===== src/rtl/core/imd_pkg.sv =====
// Types and constants of the IR message deframer.
// No dependencies; imported by every deframer module.
package imd_pkg;

   localparam int WORD_W    = 16;
   localparam int BYTE_W    = 8;
   localparam int SEQ_W     = 6;
   localparam int APP_W     = 5;
   localparam int RCPT_W    = 10;
   localparam int LEN_W     = 7;
   localparam int CNT_W     = 32;
   localparam int APPCNT_W  = 6;
   localparam int MASK_W    = 32;
   localparam int CSR_IDX_W = 2;
   localparam int CSR_DAT_W = 32;

   localparam int OPEN_BIT  = 15;
   localparam int CONT_BIT  = 14;
   localparam int SEQ_LSB   = 8;
   localparam int RCPT_LSB  = 5;

   localparam logic [APPCNT_W-1:0] APP_COUNT_RESET = APPCNT_W'(32);

   typedef enum logic [CSR_IDX_W-1:0] {
      CSR_BROADCAST    = 2'd0,
      CSR_APP_COUNT    = 2'd1,
      CSR_HANDLER_MASK = 2'd2
   } csr_index_type;

   typedef enum logic {
      CMD_START = 1'b0,
      CMD_DATA  = 1'b1
   } cmd_kind_type;

   typedef struct packed {
      cmd_kind_type        kind;
      logic [WORD_W-1:0]   word;
   } cmd_type;

   typedef struct packed {
      logic [RCPT_W-1:0]   broadcast;
      logic [APPCNT_W-1:0] app_count;
      logic [MASK_W-1:0]   mask;
   } cfg_type;

   typedef enum logic {
      BK_IDLE = 1'b0,
      BK_RUN  = 1'b1
   } back_state_type;

endpackage


===== src/rtl/core/ir_message_deframer.sv =====
// IR message deframer
// Input channel (req_): one decoded IR packet word per push, accepted on a
// clock edge with req_push high and req_full low. Words with req_decode_ok
// low are accepted and dropped. A start word opens a message, data words in
// sequence order fill the byte store, and the word with the continuation
// bit clear closes it.
// Result channel (rsp_): a delivered message comes out as a run of words,
// one byte each, with rsp_last on the final byte. A word is taken on a clock
// edge with rsp_pop high and rsp_empty low; while rsp_pop stays low the
// word holds and the run pauses, and queued input backs up into req_full.
// Config channel (csr_): always ready; writes broadcast address, app count
// and handler mask by index, to be done while the block is idle.
// Timing: an accepted word takes effect after passing the front register
// and the two-entry command queue. With no run active the back takes one
// command per cycle, so words flow at one per cycle; while rsp_pop stays high
// a run of N bytes streams at one byte per cycle off the store's registered
// read port, each byte passing the read register and the output register.
// Reset (synchronous) closes any open message, zeroes the delivered count,
// empties all queues and restores config defaults; the byte store keeps its
// contents. Depends on imd_pkg, imd_front, imd_cmd_fifo and imd_back.
module ir_message_deframer import imd_pkg::*; #(
   parameter int MSG_BYTES = 64
) (
   input  logic                 clock,
   input  logic                 reset,
   input  logic                 req_push,
   output logic                 req_full,
   input  logic [WORD_W-1:0]    req_payload,
   input  logic                 req_decode_ok,
   output logic                 rsp_empty,
   input  logic                 rsp_pop,
   output logic [BYTE_W-1:0]    rsp_data_byte,
   output logic [APP_W-1:0]     rsp_app_id,
   output logic [LEN_W-1:0]     rsp_msg_length,
   output logic                 rsp_last,
   output logic [CNT_W-1:0]     rsp_delivered_count,
   input  logic                 csr_valid,
   output logic                 csr_ready,
   input  logic [CSR_IDX_W-1:0] csr_index,
   input  logic [CSR_DAT_W-1:0] csr_wdata
);

   cfg_type cfg_ff;

   logic    front_valid, front_ready;
   cmd_type front_cmd;
   logic    q_valid, q_pop;
   cmd_type q_cmd;

   // Config registers: take every write, ignore unknown indexes.
   assign csr_ready = 1'b1;

   always_ff @(posedge clock) begin
      if (reset) begin
         cfg_ff.broadcast <= '0;
         cfg_ff.app_count <= APP_COUNT_RESET;
         cfg_ff.mask      <= '0;
      end else if (csr_valid && csr_ready) begin
         unique case (csr_index_type'(csr_index))
            CSR_BROADCAST:    cfg_ff.broadcast <= csr_wdata[RCPT_W-1:0];
            CSR_APP_COUNT:    cfg_ff.app_count <= csr_wdata[APPCNT_W-1:0];
            CSR_HANDLER_MASK: cfg_ff.mask      <= csr_wdata[MASK_W-1:0];
            default: ;
         endcase
      end
   end

   // Front: register and classify words, drop bad decodes.
   imd_front u_front (
      .clock     (clock),
      .reset     (reset),
      .push      (req_push),
      .full      (req_full),
      .payload   (req_payload),
      .decode_ok (req_decode_ok),
      .cmd_valid (front_valid),
      .cmd       (front_cmd),
      .cmd_ready (front_ready)
   );

   // Queue: decouple the front from a stalled delivery run.
   imd_cmd_fifo u_fifo (
      .clock     (clock),
      .reset     (reset),
      .in_valid  (front_valid),
      .in_ready  (front_ready),
      .in_cmd    (front_cmd),
      .out_valid (q_valid),
      .out_pop   (q_pop),
      .out_cmd   (q_cmd)
   );

   // Back: track the open message, store bytes, stream delivered runs.
   imd_back #(
      .MSG_BYTES (MSG_BYTES)
   ) u_back (
      .clock               (clock),
      .reset               (reset),
      .cfg                 (cfg_ff),
      .cmd_valid           (q_valid),
      .cmd                 (q_cmd),
      .cmd_pop             (q_pop),
      .rsp_empty           (rsp_empty),
      .rsp_pop             (rsp_pop),
      .rsp_data_byte       (rsp_data_byte),
      .rsp_app_id          (rsp_app_id),
      .rsp_msg_length      (rsp_msg_length),
      .rsp_last            (rsp_last),
      .rsp_delivered_count (rsp_delivered_count)
   );

endmodule


===== src/rtl/core/imd_front.sv =====
// Front end of the deframer: input word register and classification.
// Depends on imd_pkg.
module imd_front import imd_pkg::*; (
   input  logic              clock,
   input  logic              reset,
   input  logic              push,
   output logic              full,
   input  logic [WORD_W-1:0] payload,
   input  logic              decode_ok,
   output logic              cmd_valid,
   output cmd_type           cmd,
   input  logic              cmd_ready
);

   logic    slot_valid_ff, slot_valid_in;
   cmd_type cmd_ff;
   logic    accept;

   assign full      = slot_valid_ff && !cmd_ready;
   assign accept    = push && !full;
   assign cmd_valid = slot_valid_ff;
   assign cmd       = cmd_ff;

   // Drop bad-decode words at the door.
   always_comb begin
      if (accept) begin
         slot_valid_in = decode_ok;
      end else begin
         slot_valid_in = slot_valid_ff && !cmd_ready;
      end
   end

   always_ff @(posedge clock) begin
      if (reset) begin
         slot_valid_ff <= 1'b0;
      end else begin
         slot_valid_ff <= slot_valid_in;
      end
   end

   always_ff @(posedge clock) begin
      if (accept) begin
         cmd_ff.kind <= payload[OPEN_BIT] ? CMD_START : CMD_DATA;
         cmd_ff.word <= payload;
      end
   end

endmodule


===== src/rtl/core/imd_cmd_fifo.sv =====
// Two-entry command queue between deframer front and back.
// Depends on imd_pkg.
module imd_cmd_fifo import imd_pkg::*; (
   input  logic    clock,
   input  logic    reset,
   input  logic    in_valid,
   output logic    in_ready,
   input  cmd_type in_cmd,
   output logic    out_valid,
   input  logic    out_pop,
   output cmd_type out_cmd
);

   localparam int DEPTH = 2;

   cmd_type q_ff [DEPTH];
   logic    wptr_ff, rptr_ff;
   logic [1:0] count_ff, count_in;
   logic    wr, rd;

   assign in_ready  = (count_ff != 2'(DEPTH));
   assign out_valid = (count_ff != 2'd0);
   assign out_cmd   = q_ff[rptr_ff];
   assign wr        = in_valid && in_ready;
   assign rd        = out_pop && out_valid;

   always_comb begin
      count_in = count_ff;
      if (wr && !rd) begin
         count_in = count_ff + 2'd1;
      end else if (rd && !wr) begin
         count_in = count_ff - 2'd1;
      end
   end

   always_ff @(posedge clock) begin
      if (reset) begin
         wptr_ff  <= 1'b0;
         rptr_ff  <= 1'b0;
         count_ff <= 2'd0;
      end else begin
         count_ff <= count_in;
         if (wr) begin
            wptr_ff <= !wptr_ff;
         end
         if (rd) begin
            rptr_ff <= !rptr_ff;
         end
      end
   end

   always_ff @(posedge clock) begin
      if (wr) begin
         q_ff[wptr_ff] <= in_cmd;
      end
   end

endmodule


===== src/rtl/core/imd_back.sv =====
// Back end of the deframer: message state, byte store and delivery runs.
// Depends on imd_pkg.
module imd_back import imd_pkg::*; #(
   parameter int MSG_BYTES = 64
) (
   input  logic              clock,
   input  logic              reset,
   input  cfg_type           cfg,
   input  logic              cmd_valid,
   input  cmd_type           cmd,
   output logic              cmd_pop,
   output logic              rsp_empty,
   input  logic              rsp_pop,
   output logic [BYTE_W-1:0] rsp_data_byte,
   output logic [APP_W-1:0]  rsp_app_id,
   output logic [LEN_W-1:0]  rsp_msg_length,
   output logic              rsp_last,
   output logic [CNT_W-1:0]  rsp_delivered_count
);

   localparam int AW = (MSG_BYTES > 1) ? $clog2(MSG_BYTES) : 1;
   localparam logic [LEN_W-1:0] LIMIT = LEN_W'(MSG_BYTES);

   back_state_type state_ff, state_in;

   logic              receiving_ff;
   logic [RCPT_W-1:0] recipient_ff;
   logic [APP_W-1:0]  app_ff;
   logic [LEN_W-1:0]  len_ff;
   logic [CNT_W-1:0]  counter_ff;
   logic [LEN_W-1:0]  run_len_ff;
   logic [LEN_W-1:0]  idx_ff;

   logic [BYTE_W-1:0] mem_ff [MSG_BYTES];
   logic [BYTE_W-1:0] rd_data_ff;

   logic              p_valid_ff;
   logic              p_last_ff;
   logic [APP_W-1:0]  p_app_ff;
   logic [LEN_W-1:0]  p_len_ff;
   logic [CNT_W-1:0]  p_cnt_ff;

   logic              out_valid_ff;
   logic [BYTE_W-1:0] out_byte_ff;
   logic [APP_W-1:0]  out_app_ff;
   logic [LEN_W-1:0]  out_len_ff;
   logic              out_last_ff;
   logic [CNT_W-1:0]  out_cnt_ff;

   logic [SEQ_W-1:0]  seq;
   logic              is_start, store_ok, closes, deliver;
   logic              rd_issue, rd_last, move;

   assign seq      = cmd.word[SEQ_LSB +: SEQ_W];
   assign is_start = (cmd.kind == CMD_START);
   assign store_ok = !is_start && receiving_ff && ({1'b0, seq} == len_ff) && (len_ff < LIMIT);
   assign closes   = store_ok && !cmd.word[CONT_BIT];
   assign deliver  = closes && (recipient_ff == cfg.broadcast)
                     && ({1'b0, app_ff} < cfg.app_count) && cfg.mask[app_ff];
   assign rd_last  = ((idx_ff + LEN_W'(1)) == run_len_ff);
   assign move     = p_valid_ff && (!out_valid_ff || rsp_pop);

   // Next state
   always_comb begin
      state_in = state_ff;
      unique case (state_ff)
         BK_IDLE: begin
            if (cmd_valid && deliver) begin
               state_in = BK_RUN;
            end
         end
         BK_RUN: begin
            if (rd_issue && rd_last) begin
               state_in = BK_IDLE;
            end
         end
         default: state_in = BK_IDLE;
      endcase
   end

   // State outputs
   always_comb begin
      cmd_pop  = 1'b0;
      rd_issue = 1'b0;
      unique case (state_ff)
         BK_IDLE: cmd_pop  = cmd_valid;
         BK_RUN:  rd_issue = !p_valid_ff || move;
         default: ;
      endcase
   end

   always_ff @(posedge clock) begin
      if (reset) begin
         state_ff     <= BK_IDLE;
         receiving_ff <= 1'b0;
         recipient_ff <= '0;
         app_ff       <= '0;
         len_ff       <= '0;
         counter_ff   <= '0;
         run_len_ff   <= '0;
         idx_ff       <= '0;
         p_valid_ff   <= 1'b0;
         out_valid_ff <= 1'b0;
      end else begin
         state_ff <= state_in;
         if (cmd_pop) begin
            if (is_start) begin
               receiving_ff <= 1'b1;
               len_ff       <= '0;
               recipient_ff <= cmd.word[RCPT_LSB +: RCPT_W];
               app_ff       <= cmd.word[APP_W-1:0];
            end else if (store_ok) begin
               len_ff <= len_ff + LEN_W'(1);
               if (closes) begin
                  receiving_ff <= 1'b0;
               end
               if (deliver) begin
                  counter_ff <= counter_ff + CNT_W'(1);
                  run_len_ff <= len_ff + LEN_W'(1);
                  idx_ff     <= '0;
               end
            end
         end
         if (rd_issue) begin
            idx_ff <= idx_ff + LEN_W'(1);
         end
         if (rd_issue) begin
            p_valid_ff <= 1'b1;
         end else if (move) begin
            p_valid_ff <= 1'b0;
         end
         if (move) begin
            out_valid_ff <= 1'b1;
         end else if (rsp_pop) begin
            out_valid_ff <= 1'b0;
         end
      end
   end

   // Byte store write port
   always_ff @(posedge clock) begin
      if (cmd_pop && store_ok) begin
         mem_ff[len_ff[AW-1:0]] <= cmd.word[BYTE_W-1:0];
      end
   end

   // Byte store read port and run metadata
   always_ff @(posedge clock) begin
      if (rd_issue) begin
         rd_data_ff <= mem_ff[idx_ff[AW-1:0]];
         p_last_ff  <= rd_last;
         p_app_ff   <= app_ff;
         p_len_ff   <= run_len_ff;
         p_cnt_ff   <= counter_ff;
      end
   end

   always_ff @(posedge clock) begin
      if (move) begin
         out_byte_ff <= rd_data_ff;
         out_app_ff  <= p_app_ff;
         out_len_ff  <= p_len_ff;
         out_last_ff <= p_last_ff;
         out_cnt_ff  <= p_cnt_ff;
      end
   end

   assign rsp_empty           = !out_valid_ff;
   assign rsp_data_byte       = out_byte_ff;
   assign rsp_app_id          = out_app_ff;
   assign rsp_msg_length      = out_len_ff;
   assign rsp_last            = out_last_ff;
   assign rsp_delivered_count = out_cnt_ff;

endmodule


===== config.mk =====
export PLATFORM = sky130hd
export DESIGN_NAME = ir_message_deframer
export DESIGN_NICKNAME = d
export VERILOG_FILES = /design/src/rtl/core/imd_pkg.sv /design/src/rtl/core/ir_message_deframer.sv /design/src/rtl/core/imd_front.sv /design/src/rtl/core/imd_cmd_fifo.sv /design/src/rtl/core/imd_back.sv
export SDC_FILE = /design/constraint.sdc
export NUM_CORES = 1
export LEC_CHECK = 0
export BUFFER_PORTS_ARGS = -buffer_cell sky130_fd_sc_hd__buf_2
export CORE_ASPECT_RATIO = 1.1
export CORE_MARGIN = 2
export CORE_UTILIZATION = 30
export DETAILED_ROUTE_END_ITERATION = 10
export PLACE_DENSITY = 0.42
export SLEW_MARGIN = 20
export SYNTH_ARGS = -nofsm -noshare
export SYNTH_HDL_FRONTEND = slang
export SYNTH_SLANG_ARGS = --single-unit

===== constraint.sdc =====
create_clock -name clock -period 7.19 [get_ports clock]
set_input_delay 1.438 -clock clock [delete_from_list [all_inputs] [get_ports clock]]
set_output_delay 1.438 -clock clock [all_outputs]
set_load 0.05 [all_outputs]

==> summary.md <==
| Metric | Value |
|---|---|
| Clock latency on the worst-skew pair | `640 ps` |
| Crit path largest cell delay | `960 ps` |
| Avg Inst Size Synth | `18.00 um^2` |
| Setup TNS | `0 ps` |
| Chip height | `338.2 um` |
| Post-route ant nets | `0` |
| Core Rows | `122` |
| Vias | `15654` |
| Final std cells w/o fill | `3187` |
| Filler instances | `9376` |
| Core Area | `100600 um^2` |
| Post-synthesis sequential area ratio | `73.92%` |
| Initial core utilization | `30.29%` |
| Leading area contributor after synthesis | `edfxtp_1` |
| P per Cell Area | `287.6 nW/um^2` |
| Reg2reg end | `u_back.mem_ff[14][1]` |
| Final wirelength | `75830 um` |
| Hold_sp | `u_back.rd_data_ff[7]` |
| Nature of the critical path startpoint | `flop` |
| Longest Clk Path Bufs | `3` |
| Nets | `1885` |
| Post-route minimum period | `4912 ps` |
| Vias/cell | `4.912` |
| Fin Hold WS | `412.6 ps` |
| Buf+Inv Stages, Crit Path | `0` |
| Final setup violation count | `0` |
| DR pass1 iterations | `5` |
| Buffers added on ports | `110` |
| Dpl hpwl | `46300 um` |
| Cells after DPL | `3037` |
| Synth top area share | `65.64%` |
| CP required | `7440 ps` |
| Final slew viol count | `0` |
| Initial antenna violation count | `2` |
| Total gr overflow | `0` |
| Hold Buf Count CTS | `0` |
| Area Overhead vs Synth | `15.26%` |
| Synth Warn # | `0` |
| CTS Buf Count | `84` |
| First-pass GRT wire length | `112100 um` |
| Wire per inst | `23.79 um` |
| Max Clock Freq | `203.6 MHz` |
| Worst path cell trace | `mux2i_1, xnor2_1, nor3_1, and3_1, nor2b_1, nand3_1, nor2_1` |
| CTS sink cnt | `792` |
| Outcome | `finished, final reports clean` |
| CP max-delay cell | `nor2_1` |
| CP Depth | `7` |
| Final Worst Setup Slack | `2278 ps` |
| Num ports | `112` |
| Hold Path Depth | `0` |
| Worst path top cell family by delay | `simple AND/OR/NAND/NOR gates` |
| DRC violation total after the first TritonRoute iteration | `1093` |
| H-tree depth | `3` |
| Post-Syn Area | `30470 um^2` |
| EDFF count, synth | `666` |
| Crit path max fanout | `18` |
| Total GRT Usage | `14.58%` |
| Synth cell types | `53` |
| Synth Register Bits | `792` |
| Die W | `307.9 um` |
| Max-Cap Viols | `0` |
| Total power draw | `10100 uW` |
| RSZ-0062 raised after global routing | `false` |
| Gate Count Post-Synth | `1693` |
| Synth top area cells | `edfxtp_1 (66%), mux4_2 (12%), dfxtp_1 (8.3%)` |
| Clock skew | `30.52 ps` |
| DR DRC count | `0` |
| Die area | `104100 um^2` |
| Post-CTS Setup Inserts | `0` |
| Slew HR | `22.15%` |
| Pre-CTS WS | `2257 ps` |
| Gpl congestion | `0.7305` |
| Clk Tree Root Cell | `clkbuf_16` |
| Ant. Diodes | `0` |
| Fin crit share | `68.32%` |
| Worst hold path class | `reg -> reg` |
| Most common cell in the synthesized netlist | `edfxtp_1` |
| Layout cells sized above 1 | `23.82%` |
| Kind of critical path | `reg -> reg` |
| Leakage | `0.01079 uW` |
| Most used flip-flop cell after synthesis | `edfxtp_1` |
| Final hold vios | `0` |
| Hold EP | `u_back.rsp_data_byte[7]` |
| Largest net degree at the start of global routing | `78` |
| Peak VDD IR | `0.0001416 V` |
| Clock Pin Slew Worst Setup and Hold Paths | `60 ps` |
| CTS resizes | `0` |
| Vias in the first global route | `16098` |
| Reg2reg path depth | `7` |
| Top post-synthesis cells by count | `edfxtp_1 (666), mux4_2 (168), nor2_1 (146), dfxtp_1 (126), nand2_1 (88)` |
| Setup crit end kind | `flop` |
| Async SR Flop Fraction | `0%` |
| Post-Syn Nets | `1757` |
| Arr. time, crit path | `5160 ps` |
| R2R Setup Slk | `2280 ps` |
| Worst Max-Slew Pin Slew | `1165 ps` |
| CTS tree | `built` |
-- state kept, by name, summed over array words and instances, names as in the netlist, 10 cells and up, named ones only --
signal,cells
cfg_ff,48
u_front.cmd,16
u_back.counter_ff,32
u_back.recipient_ff,10
u_back.p_cnt_ff,32
u_back.mem_ff,512
u_back.rsp_delivered_count,32
u_fifo.q_ff,32
-- layout make-up --
class,count,area (um^2),area share [%]
multi-input cells,795,7512,21.39
repair buffers,134,745.7,2.123
flip-flops and latches,792,22530,64.16
clock buffers,108,2253,6.417
well taps,1302,1629,4.639
clock inverters,42,394.1,1.122
inverters,14,52.55,0.1496
-- cell usage in the layout, fill, tap and decap left out, drive strengths merged, types with 4 or more instances in the layout --
| cell type | n |
|---|---|
| o31ai | 18 |
| a31oi | 5 |
| clkbuf | 108 |
| clkinvlp | 5 |
| nor3b | 6 |
| buf | 134 |
| nand3 | 31 |
| a21oi | 78 |
| dfxtp | 126 |
| edfxtp | 666 |
| nand3b | 9 |
| nand4b | 4 |
| xor2 | 19 |
| mux4 | 168 |
| clkinv | 28 |
| nand2b | 6 |
| a22oi | 4 |
| o21ai | 17 |
| a211oi | 7 |
| nor3 | 13 |
| mux2 | 9 |
| bufinv | 6 |
| nand4 | 15 |
| ha | 8 |
| nor2b | 6 |
| nor2 | 146 |
| or4 | 18 |
| and3 | 9 |
| xnor2 | 17 |
| nand2 | 88 |
| or2 | 4 |
| or3 | 19 |
| inv | 17 |
| mux2i | 45 |
-- cells by family after synthesis --
group                    share of synthesized area, %
buffers and inverters                           1.515
flip-flops                                      73.92
XOR/XNOR                                        1.035
AO/OA/AOI/OAI                                   2.834
multiplexers                                    14.24
AND/OR/NAND/NOR                                 6.115
other                                         0.01231
adder cells (fa/ha/maj)                        0.3285
-- routing by layer --
| metal | GRT usage, % | wire length, um | up-vias |
|---|---|---|---|
| met2 | 24.24 | 37400 | 435 |
| met3 | 2.341 | 3796 | 118 |
| met1 | 19.70 | 33050 | 8146 |
| li1 | - | - | 6955 |
| met4 | 4.136 | 1586 | 0 |
| met5 | 0 | 0 | - |
-- worst max-delay path by stage --
| stage | to | slack (ps) |
|---|---|---|
| final | u_back.mem_ff[14][1] | 2280 |
| after floorplan | u_back.rsp_app_id[0] | 2840 |
| after detailed placement | u_back.mem_ff[14][3] | 2260 |
| after CTS | u_back.mem_ff[14][1] | 2230 |
| after global routing | u_back.mem_ff[14][1] | 1900 |
| after global placement | u_back.mem_ff[14][6] | 2350 |
-- where the power goes --
group / total, uW / switching [uW] / leakage [uW] / internal (uW)
Sequential: 5270 / 74.8 / 0.00703 / 5190
Clock: 4210 / 1780 / 0.00128 / 2430
Combinational: 628 / 454 / 0.00247 / 174
-- through the flow --
| stage | util [%] | instance area (um^2) |
|---|---|---|
| 6_report | 34.91 | 35120 |
| 5_1_grt | 34.91 | 35120 |
| 4_1_cts | 34.90 | 35110 |
| 3_5_place_dp | 32.27 | 32460 |
| 3_3_place_gp | 32.27 | 32460 |
| 2_1_floorplan | - | 30470 |
(Power assumes the default switching activity.)
